File: config.mk
export PLATFORM = sky130hd
export DESIGN_NAME = fan_status_record_decoder_unit
export DESIGN_NICKNAME = d
export VERILOG_FILES = /design/src/sv/fsrd_pkg.sv /design/src/sv/fsrd_decode.sv /design/src/sv/fsrd_skid.sv /design/src/sv/fan_status_record_decoder_unit.sv
export SDC_FILE = /design/constraint.sdc
export NUM_CORES = 1
export LEC_CHECK = 0
export ABC_AREA = 1
export BUFFER_PORTS_ARGS = -buffer_cell sky130_fd_sc_hd__buf_4
export CAP_MARGIN = 20
export CORE_AREA = 2 2 90 92
export CTS_BUF_LIST = sky130_fd_sc_hd__clkbuf_16
export DETAILED_ROUTE_END_ITERATION = 6
export DIE_AREA = 0 0 92 94
export PLACE_DENSITY = 0.8
export SYNTH_ARGS = -nofsm -noshare
export SYNTH_HDL_FRONTEND = slang
export SYNTH_SLANG_ARGS = --single-unit
export TNS_END_PERCENT = 20
File: constraint.sdc
create_clock -name aclk -period 3.4 [get_ports aclk]
set_input_delay 0.17 -clock aclk [delete_from_list [all_inputs] [get_ports aclk]]
set_output_delay 0.17 -clock aclk [all_outputs]
set_load 0.05 [all_outputs]
File: src/sv/fsrd_pkg.sv
// fsrd_pkg: types, constants and the byte position layout table of the
// fan status record decoder
// no dependencies
package fsrd_pkg;

    // record geometry and decode limits
    localparam int unsigned RecLen = 28;
    localparam logic [4:0] RecLenPos = 5'(RecLen);
    localparam logic [4:0] LastField = 5'd18;
    localparam logic [7:0] OneErrLimit = 8'd200;
    localparam logic [7:0] TwoErrLimit = 8'h7F;
    localparam logic [7:0] InfoMask = 8'h1F;

    // what a byte position contributes
    typedef enum logic [2:0] {
        POS_HIGH      = 3'd0,
        POS_ONE_PLAIN = 3'd1,
        POS_ONE_SENS  = 3'd2,
        POS_ONE_HEAT  = 3'd3,
        POS_TWO_PLAIN = 3'd4,
        POS_TWO_ERR   = 3'd5,
        POS_INFO      = 3'd6
    } pos_kind_t;

    typedef enum logic [1:0] {
        KIND_MEAS  = 2'd0,
        KIND_ERROR = 2'd1,
        KIND_INFO  = 2'd2
    } result_kind_t;

    typedef enum logic [1:0] {
        ERR_NONE     = 2'd0,
        ERR_SENSOR   = 2'd1,
        ERR_HEAT     = 2'd2,
        ERR_SENSOR16 = 2'd3
    } error_table_t;

    typedef enum logic [1:0] {
        SCALE_UNITS      = 2'd0,
        SCALE_HALVES     = 2'd1,
        SCALE_HUNDREDTHS = 2'd2
    } scale_t;

    typedef struct packed {
        logic [4:0] field;
        pos_kind_t  kind;
        scale_t     scale;
        logic [4:0] gate;
    } layout_entry_t;

    // one decoded result item
    typedef struct packed {
        logic [4:0]   field_index;
        logic [15:0]  field_value;
        result_kind_t result_kind;
        error_table_t error_table;
        scale_t       scale_code;
    } result_t;

    // fixed record layout, one entry per byte position
    function automatic layout_entry_t layout_lookup(input logic [4:0] pos);
        layout_entry_t e;
        case (pos)
            5'd0:    e = '{5'd0,  POS_ONE_SENS,  SCALE_UNITS,      5'd0};
            5'd1:    e = '{5'd1,  POS_ONE_PLAIN, SCALE_UNITS,      5'd0};
            5'd2:    e = '{5'd0,  POS_HIGH,      SCALE_UNITS,      5'd0};
            5'd3:    e = '{5'd2,  POS_TWO_ERR,   SCALE_UNITS,      5'd1};
            5'd4:    e = '{5'd3,  POS_ONE_SENS,  SCALE_UNITS,      5'd3};
            5'd5:    e = '{5'd4,  POS_ONE_SENS,  SCALE_HALVES,     5'd4};
            5'd6:    e = '{5'd0,  POS_HIGH,      SCALE_UNITS,      5'd0};
            5'd7:    e = '{5'd5,  POS_TWO_ERR,   SCALE_HUNDREDTHS, 5'd5};
            5'd8:    e = '{5'd0,  POS_HIGH,      SCALE_UNITS,      5'd0};
            5'd9:    e = '{5'd6,  POS_TWO_ERR,   SCALE_HUNDREDTHS, 5'd7};
            5'd10:   e = '{5'd0,  POS_HIGH,      SCALE_UNITS,      5'd0};
            5'd11:   e = '{5'd7,  POS_TWO_ERR,   SCALE_HUNDREDTHS, 5'd9};
            5'd12:   e = '{5'd0,  POS_HIGH,      SCALE_UNITS,      5'd0};
            5'd13:   e = '{5'd8,  POS_TWO_ERR,   SCALE_HUNDREDTHS, 5'd11};
            5'd14:   e = '{5'd0,  POS_HIGH,      SCALE_UNITS,      5'd0};
            5'd15:   e = '{5'd9,  POS_TWO_PLAIN, SCALE_UNITS,      5'd13};
            5'd16:   e = '{5'd10, POS_ONE_SENS,  SCALE_HALVES,     5'd15};
            5'd17:   e = '{5'd11, POS_INFO,      SCALE_UNITS,      5'd16};
            5'd18:   e = '{5'd12, POS_ONE_SENS,  SCALE_HALVES,     5'd17};
            5'd19:   e = '{5'd13, POS_ONE_SENS,  SCALE_HALVES,     5'd18};
            5'd20:   e = '{5'd0,  POS_HIGH,      SCALE_UNITS,      5'd0};
            5'd21:   e = '{5'd14, POS_TWO_PLAIN, SCALE_UNITS,      5'd19};
            5'd22:   e = '{5'd15, POS_ONE_HEAT,  SCALE_HALVES,     5'd21};
            5'd23:   e = '{5'd16, POS_ONE_HEAT,  SCALE_HALVES,     5'd22};
            5'd24:   e = '{5'd0,  POS_HIGH,      SCALE_UNITS,      5'd0};
            5'd25:   e = '{5'd17, POS_TWO_ERR,   SCALE_HUNDREDTHS, 5'd23};
            5'd26:   e = '{5'd0,  POS_HIGH,      SCALE_UNITS,      5'd0};
            5'd27:   e = '{5'd18, POS_TWO_ERR,   SCALE_HUNDREDTHS, 5'd25};
            default: e = '{5'd0,  POS_HIGH,      SCALE_UNITS,      5'd0};
        endcase
        return e;
    endfunction

endpackage

File: src/sv/fsrd_decode.sv
// fsrd_decode: record position tracking, held high byte and the
// combinational field decode of one accepted byte
// depends on fsrd_pkg
module fsrd_decode (
    input  logic              aclk,
    input  logic              aresetn,
    input  logic              accept,
    input  logic [7:0]        data_byte,
    input  logic [7:0]        declared_length,
    input  logic              start_of_record,
    output logic              result_valid,
    output fsrd_pkg::result_t result
);

    logic [4:0]              byte_position_reg;
    logic [4:0]              byte_position_next;
    logic [7:0]              held_high_byte_reg;
    logic [7:0]              held_high_byte_next;
    logic [4:0]              pos;
    logic                    in_record;
    logic                    gate_ok;
    fsrd_pkg::layout_entry_t entry;

    // position of this byte and its layout entry
    assign pos       = start_of_record ? 5'd0 : byte_position_reg;
    assign in_record = (pos < fsrd_pkg::RecLenPos);
    assign entry     = fsrd_pkg::layout_lookup(pos);
    assign gate_ok   = (declared_length > {3'd0, entry.gate});

    // next state of position and held byte
    always_comb begin
        byte_position_next  = byte_position_reg;
        held_high_byte_next = held_high_byte_reg;
        if (accept) begin
            if (in_record) begin
                byte_position_next = pos + 5'd1;
                if (entry.kind == fsrd_pkg::POS_HIGH) begin
                    held_high_byte_next = data_byte;
                end
            end else begin
                byte_position_next = fsrd_pkg::RecLenPos;
            end
        end
    end

    always_ff @(posedge aclk) begin
        if (!aresetn) begin
            byte_position_reg  <= 5'd0;
            held_high_byte_reg <= 8'd0;
        end else begin
            byte_position_reg  <= byte_position_next;
            held_high_byte_reg <= held_high_byte_next;
        end
    end

    // field decode
    always_comb begin
        result_valid       = accept && in_record && gate_ok
                             && (entry.kind != fsrd_pkg::POS_HIGH);
        result.field_index = entry.field;
        result.field_value = {8'd0, data_byte};
        result.result_kind = fsrd_pkg::KIND_MEAS;
        result.error_table = fsrd_pkg::ERR_NONE;
        result.scale_code  = entry.scale;
        case (entry.kind)
            fsrd_pkg::POS_ONE_SENS, fsrd_pkg::POS_ONE_HEAT: begin
                if (data_byte > fsrd_pkg::OneErrLimit) begin
                    result.result_kind = fsrd_pkg::KIND_ERROR;
                    result.scale_code  = fsrd_pkg::SCALE_UNITS;
                    result.error_table = (entry.kind == fsrd_pkg::POS_ONE_SENS)
                                         ? fsrd_pkg::ERR_SENSOR : fsrd_pkg::ERR_HEAT;
                end
            end
            fsrd_pkg::POS_TWO_ERR: begin
                if (held_high_byte_reg >= fsrd_pkg::TwoErrLimit) begin
                    result.field_value = {8'd0, held_high_byte_reg};
                    result.result_kind = fsrd_pkg::KIND_ERROR;
                    result.error_table = fsrd_pkg::ERR_SENSOR16;
                    result.scale_code  = fsrd_pkg::SCALE_UNITS;
                end else begin
                    result.field_value = {held_high_byte_reg, data_byte};
                end
            end
            fsrd_pkg::POS_TWO_PLAIN: begin
                result.field_value = {held_high_byte_reg, data_byte};
            end
            fsrd_pkg::POS_INFO: begin
                result.field_value = {8'd0, data_byte & fsrd_pkg::InfoMask};
                result.result_kind = fsrd_pkg::KIND_INFO;
                result.scale_code  = fsrd_pkg::SCALE_UNITS;
            end
            default: begin
                result.field_value = {8'd0, data_byte};
            end
        endcase
    end

    // position never runs past the record end
    a_pos_range: assert property (@(posedge aclk) disable iff (!aresetn)
        byte_position_reg <= fsrd_pkg::RecLenPos)
        else $error("byte position beyond record end");

    // a result only names a real field
    a_field_range: assert property (@(posedge aclk) disable iff (!aresetn)
        result_valid |-> (result.field_index <= fsrd_pkg::LastField))
        else $error("field index out of range");

    // error and info results carry no scale
    a_err_scale: assert property (@(posedge aclk) disable iff (!aresetn)
        (result_valid && (result.result_kind != fsrd_pkg::KIND_MEAS))
        |-> (result.scale_code == fsrd_pkg::SCALE_UNITS))
        else $error("scaled error or info result");

    // a byte past the record end leaves the position saturated
    a_sat: assert property (@(posedge aclk) disable iff (!aresetn)
        (accept && !in_record) |=> (byte_position_reg == fsrd_pkg::RecLenPos))
        else $error("position left saturation");

endmodule

File: src/sv/fsrd_skid.sv
// fsrd_skid: result register with one skid entry, so a new item is
// taken while a finished result still waits downstream
// depends on fsrd_pkg
module fsrd_skid (
    input  logic              aclk,
    input  logic              aresetn,
    input  logic              push,
    input  fsrd_pkg::result_t push_data,
    output logic              room,
    output logic              out_valid,
    input  logic              out_ready,
    output fsrd_pkg::result_t out_data
);

    logic              main_valid_reg;
    logic              main_valid_next;
    logic              skid_valid_reg;
    logic              skid_valid_next;
    fsrd_pkg::result_t main_data_reg;
    fsrd_pkg::result_t main_data_next;
    fsrd_pkg::result_t skid_data_reg;
    fsrd_pkg::result_t skid_data_next;

    assign room      = !skid_valid_reg;
    assign out_valid = main_valid_reg;
    assign out_data  = main_data_reg;

    // refill the result register from skid first, then from the decoder
    always_comb begin
        main_valid_next = main_valid_reg;
        skid_valid_next = skid_valid_reg;
        main_data_next  = main_data_reg;
        skid_data_next  = skid_data_reg;
        if (!main_valid_reg || out_ready) begin
            if (skid_valid_reg) begin
                main_valid_next = 1'b1;
                main_data_next  = skid_data_reg;
                skid_valid_next = 1'b0;
            end else begin
                main_valid_next = push;
                main_data_next  = push_data;
            end
        end else if (push) begin
            skid_valid_next = 1'b1;
            skid_data_next  = push_data;
        end
    end

    always_ff @(posedge aclk) begin
        if (!aresetn) begin
            main_valid_reg <= 1'b0;
            skid_valid_reg <= 1'b0;
        end else begin
            main_valid_reg <= main_valid_next;
            skid_valid_reg <= skid_valid_next;
        end
    end

    // payload registers
    always_ff @(posedge aclk) begin
        main_data_reg <= main_data_next;
        skid_data_reg <= skid_data_next;
    end

    // skid entry is only used behind a waiting result
    a_skid_behind: assert property (@(posedge aclk) disable iff (!aresetn)
        skid_valid_reg |-> main_valid_reg)
        else $error("skid holds data with empty result register");

    // no item arrives while the skid entry is occupied
    a_no_overrun: assert property (@(posedge aclk) disable iff (!aresetn)
        push |-> !skid_valid_reg)
        else $error("push into full buffer");

    // a stalled skid entry moves forward once the result is taken
    a_drain: assert property (@(posedge aclk) disable iff (!aresetn)
        (skid_valid_reg && out_ready) |=> (main_valid_reg && !skid_valid_reg))
        else $error("skid entry not drained");

endmodule

File: src/sv/fan_status_record_decoder_unit.sv
// fan_status_record_decoder_unit: top level of the fan status record decoder
// depends on fsrd_pkg, fsrd_decode, fsrd_skid
//
// channel | dir | tdata (low bit up)                  | tuser (low bit up)
// s_      | in  | data_byte[7:0], declared_length[7:0] | start_of_record
// m_      | out | field_index[4:0], field_value[15:0]  | result_kind[1:0],
//         |     |   (zero pad to 24 bits)             | error_table, scale_code
//
// one byte per cycle is accepted while s_tready is high; a result goes from
// the combinational decode table into one result register, or into the skid entry.
// reset clears the record position and held high byte, so bytes before a
// start mark count from position zero.
// a stalled m_ side is absorbed by one skid entry; s_tready drops only
// while that entry is full, i.e. after two results are waiting.
module fan_status_record_decoder_unit (
    input  logic        aclk,
    input  logic        aresetn,
    input  logic        s_tvalid,
    output logic        s_tready,
    input  logic [15:0] s_tdata,   // data_byte, declared_length
    input  logic [0:0]  s_tuser,   // start_of_record
    output logic        m_tvalid,
    input  logic        m_tready,
    output logic [23:0] m_tdata,   // field_index, field_value, zero pad
    output logic [5:0]  m_tuser    // result_kind, error_table, scale_code
);

    logic              accept;
    logic              result_valid;
    fsrd_pkg::result_t result;
    fsrd_pkg::result_t out_result;

    assign accept = s_tvalid && s_tready;

    // per-byte decode and record state
    fsrd_decode u_decode (
        .aclk            (aclk),
        .aresetn         (aresetn),
        .accept          (accept),
        .data_byte       (s_tdata[7:0]),
        .declared_length (s_tdata[15:8]),
        .start_of_record (s_tuser[0]),
        .result_valid    (result_valid),
        .result          (result)
    );

    // result register and skid entry
    fsrd_skid u_skid (
        .aclk      (aclk),
        .aresetn   (aresetn),
        .push      (result_valid),
        .push_data (result),
        .room      (s_tready),
        .out_valid (m_tvalid),
        .out_ready (m_tready),
        .out_data  (out_result)
    );

    // pack result item
    assign m_tdata = {3'd0, out_result.field_value, out_result.field_index};
    assign m_tuser = {out_result.scale_code, out_result.error_table,
                      out_result.result_kind};

endmodule
==> results.json, run 1 <==
{
  "status": "finished clean",
  "dp_hpwl_um": 5897,
  "switchingPower_uw": 691.4,
  "fp.dieW_um": 92,
  "worst-setup-path-type": "reg2reg",
  "setup_tns_ns": 0,
  "cts_buffer_depth": 2,
  "wl_met2_um": 4062,
  "synth_area_leaders": "edfxtp_1 43%, nand2_1 15%, dfxtp_1 8.0%",
  "cp_num_buf_inv": 4,
  "ctsHtreeMaxLevel": 3,
  "comb_power_share_pct": 17.8,
  "io_buffers": 49,
  "final_antenna_net_count": 0,
  "ys_types": 37,
  "final_core_util_pct": 59.79,
  "r2r.worst_path.cells": 16,
  "cpPeakStageDelay_ns": 0.37,
  "drv_slew": 0,
  "rows": 32,
  "worstSkewPairLatency_ns": 0.33,
  "io_pins": 53,
  "ir_worst_vdd_mv": 0.2722,
  "vias": 3170,
  "seq_power_share_pct": 42.0,
  "route.met3.wl_um": 514,
  "ys_seq_area_share_pct": 51.34,
  "die_height_um": 94,
  "clk_pin_slew_worst_paths_ns": 0.06,
  "tritoncts": "built",
  "hp-class": "in2reg",
  "path_max_fanout": 27,
  "drc_errors": 0,
  "gp_congestion": 0.8809,
  "ys.flop_type": "edfxtp_1",
  "cts_root_buf": "clkbuf_16",
  "yosys.area.top_type": "edfxtp_1",
  "synth_common_cells": "146 x nand2_1, 54 x edfxtp_1, 47 x inv_1",
  "fin_hold_ws_ns": 0.1265,
  "avgSynthCellArea_um2": 8.356,
  "crit_cells": 16,
  "fillCellCount": 666,
  "fin_cells": 607,
  "drive_gt1_share_pct": 18.22,
  "fin_nets": 534,
  "startpoint_type": "register",
  "fmax_mhz": 326.2,
  "placed_cells": 590,
  "r2r_end": "u_skid.skid_data_reg[6]$_DFFE_PP_",
  "wirelength_met1_um": 3609,
  "gr-total-overflow": 0,
  "endpoint": "u_skid.skid_data_reg[6]$_DFFE_PP_",
  "antenna_found_initial": 0,
  "netlist_instances": 448,
  "wl_per_cell_um": 13.71,
  "critPathLaunch": "u_decode.byte_position_reg[0]$_SDFFE_PN0P_",
  "fin_crit_ns": 3.065,
  "rr_startpoint": "u_decode.byte_position_reg[0]$_SDFFE_PN0P_",
  "yosys_warnings": 0,
  "first_global_vias": 2905,
  "rrSetupSlack_ns": 0.33,
  "crit_family": "simple AND/OR/NAND/NOR gates",
  "cp.required_ns": 3.43,
  "fin_worst_skew_ns": 0.009437,
  "finalWirelength_um": 8324,
  "dieArea_um2": 8648,
  "ys_ff_latch": 69,
  "vias_per_cell": 5.222,
  "cts_sinks": 69,
  "p_leak_uw": 0.002077,
  "synth_area_um2": 3744,
  "postSynth.asyncResetShare_pct": 0,
  "initial_utilization_pct": 49.21,
  "grt_max_degree": 34,
  "drt-initial-drc-count": 224,
  "synth_most_common_cell": "nand2_1",
  "period_share_pct": 90.16,
  "numCtsBuffers": 9,
  "internal_power_uw": 1674,
  "p_sw_share_pct": 29.23,
  "powerDensity_nw_per_um2": 520.1,
  "antenna_cells": 0,
  "rsz0062_at_grt": "false",
  "setup_violations": 0,
  "cp_data_arrival_time_ns": 3.10,
  "hold_viol_final": 0,
  "areaGrowthSynthToFinish_pct": 21.49,
  "highest_layer": "met4",
  "pwr-share-clk_pct": 40.1,
  "crit_path_top_delay_cell": "dfxtp_1",
  "synth_edf_count": 54,
  "end_kind": "register",
  "synth_top_area_share_pct": 43.32,
  "grt_first_pass_wirelength_um": 13470,
  "max_cap_violations": 0,
  "core_area_um2": 7607,
  "cp_cell_sequence": "inv_1 -> nor2_2 -> ha_1 -> inv_1 -> nor2_1 -> inv_1 -> a21oi_1 -> a22oi_1 -> ha_1 -> nand2_1 -> o21ai_0 -> nand2_1 -> nand2_1 -> nand4_1 -> nor2_2 -> buf_12",
  "grt_usage_pct": 20.10,
  "dr.pass1.iters": 5
}
-- worst min path at each step --
stage | depth (start not counted) | startpoint | end
after CTS | 4 | m_tready | u_skid.skid_valid_reg$_SDFFE_PP0P_
after detailed placement | 4 | m_tready | u_skid.skid_valid_reg$_SDFFE_PP0P_
final | 4 | m_tready | u_skid.skid_valid_reg$_SDFFE_PP0P_
after floorplan | 2 | aresetn | u_decode.byte_position_reg[3]$_SDFFE_PN0P_
after global placement | 4 | m_tready | u_skid.skid_valid_reg$_SDFFE_PP0P_
after global routing | 4 | m_tready | u_skid.skid_valid_reg$_SDFFE_PP0P_
-- cells by family (layout without fill, tap and decap cells) --
group                      Yosys count  in the layout  share of synthesized area [%]
and+or+nand+nor                    237            237                          27.44
buffers and inverters               66            121                          7.186
DFF                                 69             69                          51.34
adders and majority gates           13             13                          4.345
other                                1              3                         0.1002
AOI/OAI and AO/OA                   62             62                          9.593
-- repair_timing --
| item | in CTS | in global routing |
|---|---|---|
| hold buffers | 0 | 0 |
| gates resized for setup | 0 | 1 |
| setup buffers | 0 | 0 |
| endpoints found under the setup margin | 0 | 27 |
| hold endpoints to repair | 0 | 0 |
-- metrics by stage --
step / setup WS (ns) / cell area [um^2] / total power [uW]
after floorplan: 0.1326 / 3754 / 1303
after global placement: 0.3082 / 4210 / 1419
after detailed placement: 0.2402 / 4210 / 1427
after CTS: 0.2150 / 4518 / 2375
after global routing: 0.05557 / 4548 / 2445
final: 0.3346 / 4548 / 2365
-- worst reg2reg max path, stage by stage, from the launching register on --
cell	delay, ns
dfxtp_1	0.37
inv_1	0.09
nor2_2	0.25
ha_1	0.32
inv_1	0.08
nor2_1	0.19
inv_1	0.06
a21oi_1	0.13
a22oi_1	0.09
ha_1	0.30
nand2_1	0.07
o21ai_0	0.16
nand2_1	0.07
nand2_1	0.06
nand4_1	0.16
nor2_2	0.17
buf_12	0.20
-- cells in the final DEF (no fill, tap or decap), types with 6 or more instances in the layout --
| master | netlist | routed |
|---|---|---|
| inv_1 | 47 | 47 |
| nor2_1 | 35 | 33 |
| clkbuf_16 | 0 | 9 |
| nand2_1 | 146 | 146 |
| a31oi_1 | 6 | 6 |
| dfxtp_1 | 15 | 15 |
| ha_1 | 13 | 13 |
| nand3_1 | 29 | 29 |
| a21oi_1 | 17 | 17 |
| o21ai_0 | 21 | 21 |
| buf_4 | 3 | 51 |
| edfxtp_1 | 54 | 54 |
-- layer usage --
| layer | vias up | global-route usage, % |
|---|---|---|
| li1 | 1593 | - |
| met1 | 1449 | 25.55 |
| met2 | 116 | 33.95 |
| met3 | 12 | 4.896 |
| met4 | 0 | 6.468 |
| met5 | - | 0 |
-- final cells by class --
type	instances	area [um^2]	area share, %
sequential	69	1922	42.26
clock buffer	9	225.2	4.952
inverter	52	195.2	4.292
multi-input combinational	315	1565	34.42
timing repair buffer	53	430.4	9.464
tap	102	127.6	2.806
clock inverter	7	82.58	1.816
-- power by group through the flow --
stage          registers (uW)  clock network [uW]  logic, uW
2_1_floorplan            1140                   0        164
3_3_place_gp             1010                   0        409
3_5_place_dp             1010                   0        415
4_1_cts                   995                 963        416
5_1_grt                  1000                 990        456
6_report                  994                 949        422
(Power assumes the default switching activity.)
==> inputs of run 2 (changes only) <==
--- a/config.mk
+++ b/config.mk
@@ -8,12 +8,14 @@
 export ABC_AREA = 1
 export BUFFER_PORTS_ARGS = -buffer_cell sky130_fd_sc_hd__buf_4
 export CAP_MARGIN = 20
-export CORE_AREA = 2 2 90 92
+export CORE_AREA = 2 2 92 94
 export CTS_BUF_LIST = sky130_fd_sc_hd__clkbuf_16
 export DETAILED_ROUTE_END_ITERATION = 6
-export DIE_AREA = 0 0 92 94
+export DIE_AREA = 0 0 94 96
 export PLACE_DENSITY = 0.8
+export REMOVE_ABC_BUFFERS = 1
 export SYNTH_ARGS = -nofsm -noshare
 export SYNTH_HDL_FRONTEND = slang
+export SYNTH_HIERARCHICAL = 1
 export SYNTH_SLANG_ARGS = --single-unit
 export TNS_END_PERCENT = 20
==> run 2 against run 1 <==
Clock skew down 0.00080 ns. Non-clock buffer count rose by 1. Total power up 0.51%. Critical path type unchanged. Sequential power decreased by 0.6%. Worst setup slack improved by 0.0031 ns. Worst hold slack got worse by 0.020 ns. Die area is 4.3% higher. Via count down 0.76%.
==> results.json, run 2 <==
{
  "core_area_um2": 8051,
  "synth_most_common_cell": "nand2_1",
  "cts_sinks": 69,
  "netlist_instances": 464,
  "placed_cells": 609,
  "avgSynthCellArea_um2": 8.354,
  "ys_ff_latch": 69,
  "cts_buffer_depth": 2,
  "tritoncts": "built",
  "wl_per_cell_um": 13.07,
  "fp.dieW_um": 94,
  "startpoint_type": "register",
  "fillCellCount": 684,
  "ys_seq_area_share_pct": 49.58,
  "powerDensity_nw_per_um2": 511.0,
  "dp_hpwl_um": 6119,
  "cp_cell_sequence": "inv_1 -> nor2_4 -> inv_1 -> ha_1 -> inv_1 -> nor2_1 -> nor2_1 -> nor2_1 -> a32oi_1 -> ha_1 -> a21oi_1 -> o21ai_0 -> nand2_1 -> nand2_1 -> nand3_1 -> a21oi_2 -> inv_1 -> nor2_2 -> buf_12",
  "rsz0062_at_grt": "false",
  "fin_crit_ns": 3.062,
  "postSynth.asyncResetShare_pct": 0,
  "timing.final.ws_setup_ns": 0.3377,
  "drc_errors": 0,
  "synth_area_leaders": "edfxtp_1 42%, nand2_1 15%, dfxtp_1 7.7%",
  "ys_types": 42,
  "ys.flop_type": "edfxtp_1",
  "vias": 3146,
  "numCtsBuffers": 9,
  "setup_violations": 0,
  "yosys_warnings": 6,
  "final_common_cell": "nand2_1",
  "grt_first_pass_wirelength_um": 13560,
  "finish.instance_area_um2": 4653,
  "gp_congestion": 0.9794,
  "die_height_um": 96,
  "cts_hold_buf": 0,
  "first_global_vias": 2991,
  "period_share_pct": 90.07,
  "synth_edf_count": 54,
  "drt-initial-drc-count": 183,
  "rows": 33,
  "drv_slew": 0,
  "yosys.area.top_type": "edfxtp_1",
  "post_dp_cell_area_um2": 4329,
  "grt_usage_pct": 19.66,
  "fin_nets": 549,
  "status": "finished clean",
  "crit_path_top_delay_cell": "ha_1",
  "areaGrowthSynthToFinish_pct": 20.05,
  "hp-class": "in2reg",
  "finalWirelength_um": 8171,
  "antenna_found_initial": 0,
  "cp.required_ns": 3.44,
  "synth_top_area_share_pct": 41.83,
  "max_cap_violations": 0,
  "clk_pin_slew_worst_paths_ns": 0.06,
  "io_pins": 53,
  "drive_gt1_share_pct": 20.00,
  "dpl_worst_slack_ns": 0.2391,
  "cpPeakStageDelay_ns": 0.32,
  "fmax_mhz": 326.6,
  "mostFrequentLayoutCells": "158 x nand2_1, 55 x inv_1, 54 x edfxtp_1",
  "worstSkewPairLatency_ns": 0.34,
  "antenna_cells": 0,
  "grt_max_degree": 30,
  "ir_worst_vdd_mv": 0.3624,
  "crit_family": "simple AND/OR/NAND/NOR gates",
  "end_kind": "register",
  "p_leak_uw": 0.002171,
  "synth_area_um2": 3876,
  "ctsHtreeMaxLevel": 3,
  "final_core_util_pct": 57.79,
  "hold_viol_final": 0,
  "worst-setup-path-type": "reg2reg",
  "path_common_cell": "inv_1",
  "synth_common_cells": "158 x nand2_1, 55 x inv_1, 54 x edfxtp_1",
  "final_antenna_net_count": 0,
  "initial_utilization_pct": 48.14,
  "cts_root_buf": "clkbuf_16",
  "cp_data_arrival_time_ns": 3.10,
  "vias_per_cell": 5.034,
  "path_max_fanout": 27,
  "fin_worst_skew_ns": 0.008635,
  "cp_num_buf_inv": 5,
  "fin_cells": 625,
  "dieArea_um2": 9024,
  "gr-total-overflow": 0,
  "io_buffers": 49,
  "dr.pass1.iters": 5
}
[run 2: cell types whose count changed in the layout (fill, tap and decap cells not counted), sizes merged, moves of 2 or more]
cell	change
o21ai	-4
inv	+10
o211ai	+3
nand3	+4
o31ai	-2
nor2	-5
a21oi	-8
nor3	-3
o21a	-5
nand2	+17
a31oi	-5
nand4	+7
[run 2: worst paths after layout]
kind | start | endpoint | slack, ns | cells after the start
max | u_decode/byte_position_reg[1]$_SDFFE_PN0P_ | u_skid/skid_data_reg[9]$_DFFE_PP_ | 0.34 | 19
max reg2reg | u_decode/byte_position_reg[1]$_SDFFE_PN0P_ | u_skid/skid_data_reg[9]$_DFFE_PP_ | 0.34 | 19
min reg2reg | u_skid/skid_data_reg[9]$_DFFE_PP_ | u_skid/out_data[9]$_DFFE_PP_ | 0.51 | 2
min | m_tready | u_skid/skid_valid_reg$_SDFFE_PP0P_ | 0.11 | 4
[run 2: cells by family (layout without fill, tap and decap cells)]
kind of cell / after synthesis / count (layout) / synth area share [%]
AOI/OAI and AO/OA: 45 / 45 / 7.231
adders and majority gates: 13 / 13 / 4.196
buffers and inverters: 78 / 132 / 8.844
DFF: 69 / 69 / 49.58
other: 1 / 3 / 0.09674
and+or+nand+nor: 258 / 258 / 30.05
[run 2: area by class of cell]
type / instances / area [um^2] / area share (%)
clock buffer: 9 / 225.2 / 4.840
multi-input combinational: 319 / 1638 / 35.20
inverter: 62 / 236.5 / 5.082
timing repair buffer: 54 / 417.9 / 8.981
sequential: 69 / 1922 / 41.30
tap: 105 / 131.4 / 2.823
clock inverter: 7 / 82.58 / 1.775
[run 2: repair_timing]
item,4_1_cts,5_1_grt
setup buffers,0,0
setup endpoints to repair,0,27
endpoints found under the hold margin,0,0
gates resized for setup,0,5
[run 2: power by group]
group	switching (uW)	leakage [uW]	internal, uW
logic	305	0.00134	124
registers	20.5	0.000688	968
clock network	382	0.000145	579
total	707	0.00217	1670
[run 2: metrics by stage]
stage | power [uW] | hold WS, ns | TNS, ns
2_1_floorplan | 1304 | 0.2913 | -10.30
3_3_place_gp | 1425 | 0.4606 | 0
3_5_place_dp | 1431 | 0.4617 | 0
4_1_cts | 2387 | 0.1058 | 0
5_1_grt | 2473 | 0.1497 | 0
6_report | 2378 | 0.1066 | 0
[run 2: tightest hold or removal path, delay by kind of cell]
| kind | cells | cell delay (ns) |
|---|---|---|
| AND/OR/NAND/NOR | 2 | 0.12 |
| buffers and inverters | 2 | 0.12 |
[run 2: layer usage]
metal  part of all wire, %  GRT usage, %  wire length, um  vias up
li1                      -             -                -     1618
met1                    44         24.32             3630     1392
met2                    47         31.79             3876      112
met3                   5.2         5.560              423       24
met4                   2.9         9.662              240        0
met5                     0             0                0        -
